File: config.mk
export PLATFORM = sky130hd
export DESIGN_NAME = autoregressive_noise_filter_core
export DESIGN_NICKNAME = d
export VERILOG_FILES = /design/src/rtl/arnf_pkg.sv /design/src/rtl/autoregressive_noise_filter_core.sv /design/src/rtl/arnf_ram.sv
export SDC_FILE = /design/constraint.sdc
export NUM_CORES = 2
export LEC_CHECK = 0
export BUFFER_PORTS_ARGS = -buffer_cell sky130_fd_sc_hd__clkbuf_2
export CELL_PAD_IN_SITES_DETAIL_PLACEMENT = 1
export CELL_PAD_IN_SITES_GLOBAL_PLACEMENT = 2
export CORE_MARGIN = 1
export CORE_UTILIZATION = 51
export DETAILED_ROUTE_END_ITERATION = 8
export GPL_ROUTABILITY_DRIVEN = 0
export PLACE_DENSITY_LB_ADDON = 0.05
export SLEW_MARGIN = 30
export SYNTH_ARGS = -nofsm -noshare
export SYNTH_HDL_FRONTEND = slang
export SYNTH_HIERARCHICAL = 1
export SYNTH_SLANG_ARGS = --single-unit
File: constraint.sdc
create_clock -name clk -period 15.2 [get_ports clk]
set_input_delay 4.56 -clock clk [delete_from_list [all_inputs] [get_ports clk]]
set_output_delay 4.56 -clock clk [all_outputs]
set_load 0.005 [all_outputs]
File: src/rtl/arnf_pkg.sv
// ----------------------------------------------------------------------------
// arnf_pkg
// Shared widths, register codes and sequencer states of the autoregressive
// noise filter.
// ----------------------------------------------------------------------------
package arnf_pkg;

    // Field widths
    localparam int ELEM_W     = 4;
    localparam int NOISE_W    = 16;
    localparam int GAIN_W     = 16;
    localparam int DATA_W     = 18;
    localparam int ORDER_W    = 3;
    localparam int FRAC_W     = 14;

    // Stream and register port widths
    localparam int S_TDATA_W  = 24;
    localparam int M_TDATA_W  = 24;
    localparam int APB_ADDR_W = 5;
    localparam int APB_DATA_W = 32;

    // Coefficient bank
    localparam int NUM_COEFS  = 4;
    localparam int COEF_IDX_W = 2;
    localparam int TAP_W      = 3;

    // Accumulator: four Q8.28 taps plus the noise term fit comfortably
    localparam int ACC_W      = 40;
    localparam logic signed [ACC_W-1:0] ROUND_BIAS = 40'sd8192;
    localparam logic signed [ACC_W-1:0] SAT_HI     = 40'sd131071;
    localparam logic signed [ACC_W-1:0] SAT_LO     = -40'sd131072;

    // Parameter defaults
    localparam int DEF_MAX_ORDER = 4;
    localparam int DEF_ELEMENTS  = 16;

    typedef enum logic [2:0] {
        REG_ORDER      = 3'd0,
        REG_GAIN       = 3'd1,
        REG_COEF_ONE   = 3'd2,
        REG_COEF_TWO   = 3'd3,
        REG_COEF_THREE = 3'd4,
        REG_COEF_FOUR  = 3'd5
    } arnf_reg_t;

    typedef enum logic [2:0] {
        ST_CLEAR,
        ST_IDLE,
        ST_PREP,
        ST_TAP,
        ST_ROUND
    } arnf_state_t;

endpackage

File: src/rtl/autoregressive_noise_filter_core.sv
// ----------------------------------------------------------------------------
// autoregressive_noise_filter_core
// Element-wise all-pole autoregressive generator with a shared multiply unit.
// ----------------------------------------------------------------------------
// After reset the block first sweeps the history memory to zero, one entry a
// cycle; s_tready stays low during the sweep while register writes are taken
// as usual. Thereafter each input item takes the sequencer through the
// preparation step, the tap step, which reads and multiplies ntaps taps, where
// ntaps = min(effective order, 4), and the rounding step. The result is loaded
// into the output register in the rounding step, and the next item can be
// taken in the cycle after that at the earliest. The sequence is set by the
// single 18x18 multiplier that serves the noise term and then every tap in
// turn, and by the registered read data of the history RAM.
// One item is worked on at a time; a new item is accepted while the previous
// result still waits on m_tready, and the sequencer only holds once it has a
// fresh result to load.
// Registers are written over APB at byte address 4*i: order_in_use, noise_gain,
// then the four coefficients; write them only while the block is idle.
// ----------------------------------------------------------------------------
module autoregressive_noise_filter_core #(
    parameter int MAX_ORDER = arnf_pkg::DEF_MAX_ORDER,
    parameter int ELEMENTS  = arnf_pkg::DEF_ELEMENTS
) (
    input  logic                            clk,
    input  logic                            rst_n,
    // Input items
    input  logic                            s_tvalid,
    output logic                            s_tready,
    input  logic [arnf_pkg::S_TDATA_W-1:0]  s_tdata,   // element[3:0], unit_noise[19:4]
    input  logic                            s_tlast,   // matrix_end
    // Result items
    output logic                            m_tvalid,
    input  logic                            m_tready,
    output logic [arnf_pkg::M_TDATA_W-1:0]  m_tdata,   // out_element[3:0], new_value[21:4]
    // Register port
    input  logic                            psel,
    input  logic                            penable,
    input  logic                            pwrite,
    input  logic [arnf_pkg::APB_ADDR_W-1:0] paddr,
    input  logic [arnf_pkg::APB_DATA_W-1:0] pwdata,
    output logic [arnf_pkg::APB_DATA_W-1:0] prdata,
    output logic                            pready
);

    import arnf_pkg::*;

    // Derived sizes
    localparam int HIST_DEPTH = MAX_ORDER * ELEMENTS;
    localparam int ADDR_W     = (HIST_DEPTH > 1) ? $clog2(HIST_DEPTH) : 1;
    localparam int CLR_W      = ADDR_W + 1;
    localparam int ORD_W      = $clog2(MAX_ORDER + 1);
    localparam int EIDX_W     = (ELEMENTS > 1) ? $clog2(ELEMENTS) : 1;
    localparam int ELEM_CNT   = 1 << ELEM_W;

    // ------------------------------------------------------------------
    // Register file
    // ------------------------------------------------------------------
    logic [ORDER_W-1:0]       order_reg;
    logic [GAIN_W-1:0]        gain_reg;
    logic signed [DATA_W-1:0] coef_reg [NUM_COEFS];
    logic                     cfg_wr;
    arnf_reg_t                cfg_sel;

    assign pready  = 1'b1;
    assign cfg_wr  = psel & penable & pwrite & pready;
    assign cfg_sel = arnf_reg_t'(paddr[APB_ADDR_W-1:2]);

    always_ff @(posedge clk or negedge rst_n)
    begin
        if (!rst_n)
        begin
            order_reg <= ORDER_W'(1);
            gain_reg  <= '0;
            for (int i = 0; i < NUM_COEFS; i++)
            begin
                coef_reg[i] <= '0;
            end
        end
        else if (cfg_wr)
        begin
            unique case (cfg_sel)
                REG_ORDER:      order_reg   <= pwdata[ORDER_W-1:0];
                REG_GAIN:       gain_reg    <= pwdata[GAIN_W-1:0];
                REG_COEF_ONE:   coef_reg[0] <= signed'(pwdata[DATA_W-1:0]);
                REG_COEF_TWO:   coef_reg[1] <= signed'(pwdata[DATA_W-1:0]);
                REG_COEF_THREE: coef_reg[2] <= signed'(pwdata[DATA_W-1:0]);
                REG_COEF_FOUR:  coef_reg[3] <= signed'(pwdata[DATA_W-1:0]);
                default:        ; // drop writes beyond the register list
            endcase
        end
    end

    // Read back: unused addresses return zero
    always_comb
    begin
        prdata = '0;
        unique case (cfg_sel)
            REG_ORDER:      prdata = APB_DATA_W'(order_reg);
            REG_GAIN:       prdata = APB_DATA_W'(gain_reg);
            REG_COEF_ONE:   prdata = APB_DATA_W'(unsigned'(coef_reg[0]));
            REG_COEF_TWO:   prdata = APB_DATA_W'(unsigned'(coef_reg[1]));
            REG_COEF_THREE: prdata = APB_DATA_W'(unsigned'(coef_reg[2]));
            REG_COEF_FOUR:  prdata = APB_DATA_W'(unsigned'(coef_reg[3]));
            default:        prdata = '0;
        endcase
    end

    // ------------------------------------------------------------------
    // Element index folded into the history range (constant table)
    // ------------------------------------------------------------------
    logic [EIDX_W-1:0] emod_tab [ELEM_CNT];

    for (genvar g = 0; g < ELEM_CNT; g++)
    begin : g_emod
        localparam int EMOD = g % ELEMENTS;
        assign emod_tab[g] = EIDX_W'(EMOD);
    end

    // ------------------------------------------------------------------
    // Sequencer and datapath registers
    // ------------------------------------------------------------------
    arnf_state_t              state_reg, state_next;
    logic [CLR_W-1:0]         clr_reg, clr_next;
    logic [ORD_W-1:0]         ring_reg, ring_next;
    logic [TAP_W-1:0]         k_reg, k_next;
    logic                     rd_vld_reg, rd_vld_next;
    logic [COEF_IDX_W-1:0]    rd_k_reg, rd_k_next;
    logic                     prod_vld_reg, prod_vld_next;
    logic                     out_vld_reg, out_vld_next;

    logic [ELEM_W-1:0]        el_reg, el_next;
    logic [EIDX_W-1:0]        e_reg, e_next;
    logic signed [NOISE_W-1:0] noise_reg, noise_next;
    logic                     last_reg, last_next;
    logic [ORD_W-1:0]         n_reg, n_next;
    logic [ORD_W-1:0]         pos_reg, pos_next;
    logic signed [ACC_W-1:0]  prod_reg, prod_next;
    logic signed [ACC_W-1:0]  acc_reg, acc_next;
    logic [ELEM_W-1:0]        out_el_reg, out_el_next;
    logic [DATA_W-1:0]        out_val_reg, out_val_next;

    // History RAM port signals
    logic                     ram_we;
    logic [ADDR_W-1:0]        ram_waddr;
    logic [DATA_W-1:0]        ram_wdata;
    logic [ADDR_W-1:0]        ram_raddr;
    logic [DATA_W-1:0]        ram_rdata;

    // Shared multiplier
    logic signed [DATA_W-1:0]   mul_a;
    logic signed [DATA_W-1:0]   mul_b;
    logic signed [2*DATA_W-1:0] mul_p;

    // Helper values
    logic [ORD_W-1:0]         n_eff;
    logic [ORD_W-1:0]         ring_mod;
    logic [TAP_W-1:0]         ntaps;
    logic [ORD_W:0]           slot_sum;
    logic [ORD_W-1:0]         slot;
    logic signed [ACC_W-1:0]  rnd_sum;
    logic signed [ACC_W-1:0]  rnd_val;
    logic [DATA_W-1:0]        sat_val;
    logic [ORD_W-1:0]         pos_inc;

    function automatic logic [ADDR_W-1:0] hist_addr(input logic [ORD_W-1:0]  s,
                                                    input logic [EIDX_W-1:0] e);
        logic [ADDR_W:0] wide;
        begin
            wide = (ADDR_W + 1)'(s) * (ADDR_W + 1)'(ELEMENTS) + (ADDR_W + 1)'(e);
            return wide[ADDR_W-1:0];
        end
    endfunction

    // Effective order: zero acts as one, clamp to MAX_ORDER
    always_comb
    begin
        if (order_reg == '0)
        begin
            n_eff = ORD_W'(1);
        end
        else if (int'(order_reg) > MAX_ORDER)
        begin
            n_eff = ORD_W'(MAX_ORDER);
        end
        else
        begin
            n_eff = ORD_W'(order_reg);
        end
    end

    // Ring position folded into the current order (it may have been lowered)
    always_comb
    begin
        logic [ORD_W-1:0] r;
        r = ring_reg;
        for (int i = 0; i < MAX_ORDER; i++)
        begin
            if (r >= n_reg)
            begin
                r = r - n_reg;
            end
        end
        ring_mod = r;
    end

    // Taps in use and the history slot of tap k: (pos + n - 1 - k) mod n
    assign ntaps    = (int'(n_reg) > NUM_COEFS) ? TAP_W'(NUM_COEFS) : TAP_W'(n_reg);
    assign slot_sum = (ORD_W + 1)'(pos_reg) + (ORD_W + 1)'(n_reg)
                      - (ORD_W + 1)'(1) - (ORD_W + 1)'(k_reg);
    assign slot     = (slot_sum >= (ORD_W + 1)'(n_reg))
                      ? ORD_W'(slot_sum - (ORD_W + 1)'(n_reg))
                      : ORD_W'(slot_sum);

    // Ring advance, wrapping at the effective order
    assign pos_inc = ((ORD_W + 1)'(pos_reg) + (ORD_W + 1)'(1) >= (ORD_W + 1)'(n_reg))
                     ? '0 : ORD_W'(pos_reg + ORD_W'(1));

    // Round half up to Q.14 and saturate to 18 bits
    assign rnd_sum = acc_reg + ROUND_BIAS;
    assign rnd_val = rnd_sum >>> FRAC_W;
    assign sat_val = (rnd_val > SAT_HI) ? DATA_W'(SAT_HI) :
                     (rnd_val < SAT_LO) ? DATA_W'(SAT_LO) :
                     DATA_W'(rnd_val);

    // Shared multiplier: noise term in the preparation step, taps afterwards
    always_comb
    begin
        if (state_reg == ST_PREP)
        begin
            mul_a = signed'(DATA_W'(gain_reg));
            mul_b = DATA_W'(noise_reg);
        end
        else
        begin
            mul_a = coef_reg[rd_k_reg];
            mul_b = signed'(ram_rdata);
        end
    end

    assign mul_p = mul_a * mul_b;

    // ------------------------------------------------------------------
    // Next state and outputs
    // ------------------------------------------------------------------
    always_comb
    begin
        state_next    = state_reg;
        clr_next      = clr_reg;
        ring_next     = ring_reg;
        k_next        = k_reg;
        rd_vld_next   = rd_vld_reg;
        rd_k_next     = rd_k_reg;
        prod_vld_next = prod_vld_reg;
        out_vld_next  = out_vld_reg;
        el_next       = el_reg;
        e_next        = e_reg;
        noise_next    = noise_reg;
        last_next     = last_reg;
        n_next        = n_reg;
        pos_next      = pos_reg;
        prod_next     = prod_reg;
        acc_next      = acc_reg;
        out_el_next   = out_el_reg;
        out_val_next  = out_val_reg;

        s_tready  = 1'b0;
        ram_we    = 1'b0;
        ram_waddr = hist_addr(pos_reg, e_reg);
        ram_wdata = sat_val;
        ram_raddr = hist_addr(slot, e_reg);

        // Result taken downstream
        if (out_vld_reg && m_tready)
        begin
            out_vld_next = 1'b0;
        end

        unique case (state_reg)
            ST_CLEAR:
            begin
                // Sweep the history to zero
                ram_we    = 1'b1;
                ram_waddr = clr_reg[ADDR_W-1:0];
                ram_wdata = '0;
                clr_next  = clr_reg + CLR_W'(1);
                if (clr_reg == CLR_W'(HIST_DEPTH - 1))
                begin
                    state_next = ST_IDLE;
                end
            end

            ST_IDLE:
            begin
                s_tready = 1'b1;
                if (s_tvalid)
                begin
                    el_next    = s_tdata[ELEM_W-1:0];
                    e_next     = emod_tab[s_tdata[ELEM_W-1:0]];
                    noise_next = signed'(s_tdata[ELEM_W +: NOISE_W]);
                    last_next  = s_tlast;
                    n_next     = n_eff;
                    state_next = ST_PREP;
                end
            end

            ST_PREP:
            begin
                // Fold the ring position and form the noise term (Q.26 to Q.28)
                pos_next      = ring_mod;
                prod_next     = ACC_W'(mul_p) <<< 2;
                prod_vld_next = 1'b1;
                acc_next      = '0;
                k_next        = '0;
                rd_vld_next   = 1'b0;
                state_next    = ST_TAP;
            end

            ST_TAP:
            begin
                // Issue the read of tap k
                if (k_reg < ntaps)
                begin
                    rd_vld_next = 1'b1;
                    rd_k_next   = k_reg[COEF_IDX_W-1:0];
                    k_next      = k_reg + TAP_W'(1);
                end
                else
                begin
                    rd_vld_next = 1'b0;
                end

                // Multiply the tap whose history word has arrived
                if (rd_vld_reg)
                begin
                    prod_next     = ACC_W'(mul_p);
                    prod_vld_next = 1'b1;
                end
                else
                begin
                    prod_vld_next = 1'b0;
                end

                // Accumulate the previous product
                if (prod_vld_reg)
                begin
                    acc_next = acc_reg + prod_reg;
                end

                if ((k_reg >= ntaps) && !rd_vld_reg)
                begin
                    state_next = ST_ROUND;
                end
            end

            ST_ROUND:
            begin
                // Hold until the output register is free
                if (!out_vld_reg || m_tready)
                begin
                    out_vld_next = 1'b1;
                    out_el_next  = el_reg;
                    out_val_next = sat_val;
                    ram_we       = 1'b1;
                    ring_next    = last_reg ? pos_inc : pos_reg;
                    state_next   = ST_IDLE;
                end
            end

            default:
            begin
                state_next = ST_IDLE;
            end
        endcase
    end

    // Control registers
    always_ff @(posedge clk or negedge rst_n)
    begin
        if (!rst_n)
        begin
            state_reg    <= ST_CLEAR;
            clr_reg      <= '0;
            ring_reg     <= '0;
            k_reg        <= '0;
            rd_vld_reg   <= 1'b0;
            rd_k_reg     <= '0;
            prod_vld_reg <= 1'b0;
            out_vld_reg  <= 1'b0;
        end
        else
        begin
            state_reg    <= state_next;
            clr_reg      <= clr_next;
            ring_reg     <= ring_next;
            k_reg        <= k_next;
            rd_vld_reg   <= rd_vld_next;
            rd_k_reg     <= rd_k_next;
            prod_vld_reg <= prod_vld_next;
            out_vld_reg  <= out_vld_next;
        end
    end

    // Payload registers
    always_ff @(posedge clk)
    begin
        el_reg      <= el_next;
        e_reg       <= e_next;
        noise_reg   <= noise_next;
        last_reg    <= last_next;
        n_reg       <= n_next;
        pos_reg     <= pos_next;
        prod_reg    <= prod_next;
        acc_reg     <= acc_next;
        out_el_reg  <= out_el_next;
        out_val_reg <= out_val_next;
    end

    // ------------------------------------------------------------------
    // History memory: MAX_ORDER slots of ELEMENTS words
    // ------------------------------------------------------------------
    arnf_ram #(
        .WIDTH (DATA_W),
        .DEPTH (HIST_DEPTH)
    ) u_hist (
        .clk   (clk),
        .we    (ram_we),
        .waddr (ram_waddr),
        .wdata (ram_wdata),
        .raddr (ram_raddr),
        .rdata (ram_rdata)
    );

    // Output item
    assign m_tvalid = out_vld_reg;
    assign m_tdata  = M_TDATA_W'({out_val_reg, out_el_reg});

endmodule

File: src/rtl/arnf_ram.sv
// ----------------------------------------------------------------------------
// arnf_ram
// Simple dual-port RAM: one write port, one read port, registered read data.
// ----------------------------------------------------------------------------
module arnf_ram #(
    parameter int WIDTH = 18,
    parameter int DEPTH = 64
) (
    input  logic                                  clk,
    input  logic                                  we,
    input  logic [(DEPTH > 1 ? $clog2(DEPTH) : 1)-1:0] waddr,
    input  logic [WIDTH-1:0]                      wdata,
    input  logic [(DEPTH > 1 ? $clog2(DEPTH) : 1)-1:0] raddr,
    output logic [WIDTH-1:0]                      rdata
);

    logic [WIDTH-1:0] mem [DEPTH];

    always_ff @(posedge clk)
    begin
        if (we)
        begin
            mem[waddr] <= wdata;
        end
        rdata <= mem[raddr];
    end

endmodule

==> PnR_summary.wiki <==
{| class="wikitable"
! Metric !! Value
|-
| Overflow left after global routing || 0
|-
| Simple logic cell fraction of the synthesized area || 0.0595
|-
| Via density per instance || approximately 6.0
|-
| Largest net degree at the start of global routing || approximately 110
|-
| Result of the run || complete, no violations
|-
| Via count of the first global-routing pass || 44,100
|-
| Fin. max-slew vios || 0
|-
| Fraction of layout instances using a drive strength above 1 || 0.203
|-
| Global-route wire length before repair || 287,000 um
|-
| Post-synthesis share of cell area spent on full adders, half adders and majority gates || 0.124
|-
| CTS sink count || 1,409
|-
| Gates resized, CTS repair || 0
|-
| Fin Clk Skew || 0.0710 ns
|-
| Share of synthesized area spent on multiplexers || 0.138
|-
| Critical-path maximum fanout || 21
|-
| PortBufs || 90
|-
| Number of flip-flops in the largest register || ~1,200
|-
| Bufs on Longest Clock Path || 3
|-
| Die X || 375 um
|-
| Number of hold violations in the final report || 0
|-
| Detailed-routing iteration count for the pre-antenna-repair pass || 5
|-
| Total GRT Usage || 0.279
|-
| Count of pins on the block boundary || roughly 130
|-
| Setup fix buffers added after clock tree synthesis || 0
|-
| Number of flops mapped to enable cells by yosys || 1,279
|-
| Number of buffers created by CTS || about 150
|-
| Clk_lat worst skew || 0.78 ns
|-
| Crit share post-route || 0.738
|-
| Class of the tightest hold or removal check || reg -> reg
|-
| Die outline height || about 380 um
|-
| Post-synthesis compound-gate area fraction || 0.0446
|-
| Worst r2r path cells || 25
|-
| Post-DRT Antenna Nets || 0
|-
| Floorplan die area || around 140,000 um^2
|-
| Clock Root Buffer || sky130_fd_sc_hd__clkbuf_16
|-
| Number of hold-repair buffers added at the cts stage || 0
|-
| Setup violation total in the final timing report || 0
|-
| Clock tree from TritonCTS || yes
|-
| RSZ-0062 raised after global routing || no
|-
| Type of origin of the critical path || primary input
|-
| Async set-or-reset flop fraction in the synthesized netlist || 0.0795
|-
| Critical setup path kind || in -> out
|-
| Number of stages on the worst hold path || 1
|-
| Max Clock Freq || 89.1 MHz
|-
| DRC || 0
|-
| Number of distinct library cells after synthesis || 93
|-
| Util after Layout || 0.577
|-
| Antenna violations before repair || 4
|-
| Largest family of logic cells by synthesized area || multiplexers
|-
| Synth Flop Type || sky130_fd_sc_hd__edfxtp_1
|-
| H-tree level count || 4
|-
| Via total after detailed routing || slightly above 40,000
|-
| MaxCap Viol Count || 0
|-
| Net count reported at finish || 5,422
|-
| DPL Wire Length || about 120,000 um
|-
| Transition time of the tightest slew-check pin || between 1 and 1.5 ns
|-
| Initial DRC Count || 3,086
|-
| Final worst path period need || between 10 and 15 ns
|-
| Kind of end point of the critical path || output port
|-
| Post-synth design cell area || approximately 70,000 um^2
|-
| Portion of the post-synthesis area used by sequential elements || 0.585
|-
| Area share of the largest cell type after synthesis || 0.540
|-
| Area grow syn2layout || 11.8%
|-
| Post-CTS clock slew at the launch and capture registers of the worst setup and hold paths || 0.06 ns
|-
| Setup_tns || 0 ns
|-
| Post-synthesis cell count || 4,677
|-
| Synth Warn # || 6
|-
| Worst max-slew margin expressed relative to the limit || 0.266
|-
| Inserted Diodes || 0
|-
| Total Routed Length || 191,000 um
|-
| Initial core utilization || 0.516
|-
| XOR/XNOR share of the synthesized area || 0.0117
|-
| Leading post-synthesis cells by cell area || sky130_fd_sc_hd__edfxtp_1 54%, sky130_fd_sc_hd__mux4_2 10%, sky130_fd_sc_hd__fa_1 9.5%
|-
| FF+latch count, synth || 1,409
|-
| Routed len/inst || 28.3 um
|-
| Number of cell rows || approximately 140
|-
| Avg Inst Size Synth || 15.2 um^2
|-
| Core area || about 140,000 um^2
|-
| Endpoint arrival time on the critical path || roughly 6.7 ns
|-
| Cell accounting for the most synthesized area || sky130_fd_sc_hd__edfxtp_1
|-
| Worst path required time || about 11 ns
|}
-- through the flow --
stage	hold slack (ns)	worst slack (ns)	instance area (um^2)	instances
final	0.491	3.98	79500	6770
after CTS	0.499	3.96	79500	6770
after detailed placement	0.489	4.00	74400	6498
after floorplan	0.442	4.80	71200	4692
after global placement	0.456	3.99	74300	6498
after global routing	0.517	3.80	79500	6770
-- area by class of cell --
| class | count | area, um^2 |
|---|---|---|
| Inverter | 415 | 1560 |
| Sequential cell | 1409 | 41600 |
| Multi-Input combinational cell | 2651 | 27500 |
| Timing Repair Buffer | 229 | 1540 |
| Fill cell | 12700 | 58300 |
| Clock buffer | 181 | 3930 |
| Clock inverter | 91 | 1130 |
| Tap cell | 1794 | 2240 |
-- synthesized netlist by cell type, types with 46 or more instances --
master / n
sky130_fd_sc_hd__o21ai_0: 124
sky130_fd_sc_hd__ha_1: 161
sky130_fd_sc_hd__mux2_2: 114
sky130_fd_sc_hd__nor2_1: 359
sky130_fd_sc_hd__mux2i_1: 138
sky130_fd_sc_hd__dfrtp_1: 111
sky130_fd_sc_hd__mux4_2: 318
sky130_fd_sc_hd__clkbuf_1: 111
sky130_fd_sc_hd__o22ai_1: 46
sky130_fd_sc_hd__fa_1: 339
sky130_fd_sc_hd__inv_1: 413
sky130_fd_sc_hd__nand2_1: 371
sky130_fd_sc_hd__a21oi_1: 118
sky130_fd_sc_hd__edfxtp_1: 1279
sky130_fd_sc_hd__xnor2_1: 58
-- placed cells by master (no fill, tap or decap), types with 15 or more instances in the layout --
cell type | synthesis | layout
sky130_fd_sc_hd__a21oi_1 | 118 | 117
sky130_fd_sc_hd__a21o_1 | 45 | 45
sky130_fd_sc_hd__nor2_2 | 0 | 40
sky130_fd_sc_hd__buf_4 | 36 | 136
sky130_fd_sc_hd__nor2_1 | 359 | 306
sky130_fd_sc_hd__mux4_2 | 318 | 318
sky130_fd_sc_hd__dfxtp_1 | 18 | 18
sky130_fd_sc_hd__nand3_1 | 45 | 45
sky130_fd_sc_hd__edfxtp_1 | 1279 | 1279
sky130_fd_sc_hd__nor2b_1 | 18 | 18
sky130_fd_sc_hd__dfrtp_1 | 111 | 111
sky130_fd_sc_hd__inv_1 | 413 | 413
sky130_fd_sc_hd__clkbuf_2 | 0 | 89
sky130_fd_sc_hd__mux2i_1 | 138 | 126
sky130_fd_sc_hd__ha_1 | 161 | 161
sky130_fd_sc_hd__xnor2_1 | 58 | 58
sky130_fd_sc_hd__clkinv_2 | 0 | 21
sky130_fd_sc_hd__a211oi_1 | 30 | 30
sky130_fd_sc_hd__mux2_2 | 114 | 114
sky130_fd_sc_hd__clkinv_1 | 1 | 27
sky130_fd_sc_hd__o21ai_1 | 24 | 25
sky130_fd_sc_hd__nand2b_1 | 34 | 33
sky130_fd_sc_hd__o21ai_0 | 124 | 123
sky130_fd_sc_hd__fa_1 | 339 | 339
sky130_fd_sc_hd__o31ai_4 | 0 | 17
sky130_fd_sc_hd__nand2_1 | 371 | 369
sky130_fd_sc_hd__and3_1 | 21 | 20
sky130_fd_sc_hd__clkbuf_1 | 111 | 25
sky130_fd_sc_hd__o22ai_1 | 46 | 46
sky130_fd_sc_hd__bufinv_16 | 0 | 20
sky130_fd_sc_hd__xor2_1 | 37 | 37
sky130_fd_sc_hd__or3_1 | 15 | 15
sky130_fd_sc_hd__clkbuf_16 | 0 | 150
sky130_fd_sc_hd__conb_1 | 2 | 17
sky130_fd_sc_hd__nor3_1 | 38 | 33
-- routing by layer --
metal	GRT usage	share of wire
met1	0.368	0.41
met2	0.481	0.51
met3	0.0348	0.048
met4	0.0944	0.033
met5	0	0.000068
-- cells by family (layout without fill, tap and decap cells) --
group / after synthesis / count (layout)
buf+inv: 632 / 916
other cells: 2 / 17
simple gates: 968 / 968
xor+xnor: 95 / 95
flops: 1409 / 1409
compound gates: 501 / 501
mux: 570 / 570
fa+ha+maj: 500 / 500
-- final timing paths --
path / start / end / slack (ns)
max: paddr[3] / prdata[13] / 3.98
min: clr_reg[6] / clr_reg[6] / 0.49
max reg2reg: state_reg[0] / prod_reg[35] / 5.51
min reg2reg: clr_reg[6] / clr_reg[6] / 0.49
max in group asynchronous: rst_n / gain_reg[8] / 10.00
min in group asynchronous: rst_n / coef_reg[71] / 3.85
-- critical path, stage by stage --
cell	delay, ns
sky130_fd_sc_hd__clkbuf_2	0.57
sky130_fd_sc_hd__nor2b_1	0.61
sky130_fd_sc_hd__buf_4	0.32
sky130_fd_sc_hd__a21oi_1	0.09
sky130_fd_sc_hd__o22ai_1	0.31
sky130_fd_sc_hd__clkbuf_2	0.18
Power is not shown: default switching activity piles up to over one toggle a cycle in this logic, so the estimate is an artifact.
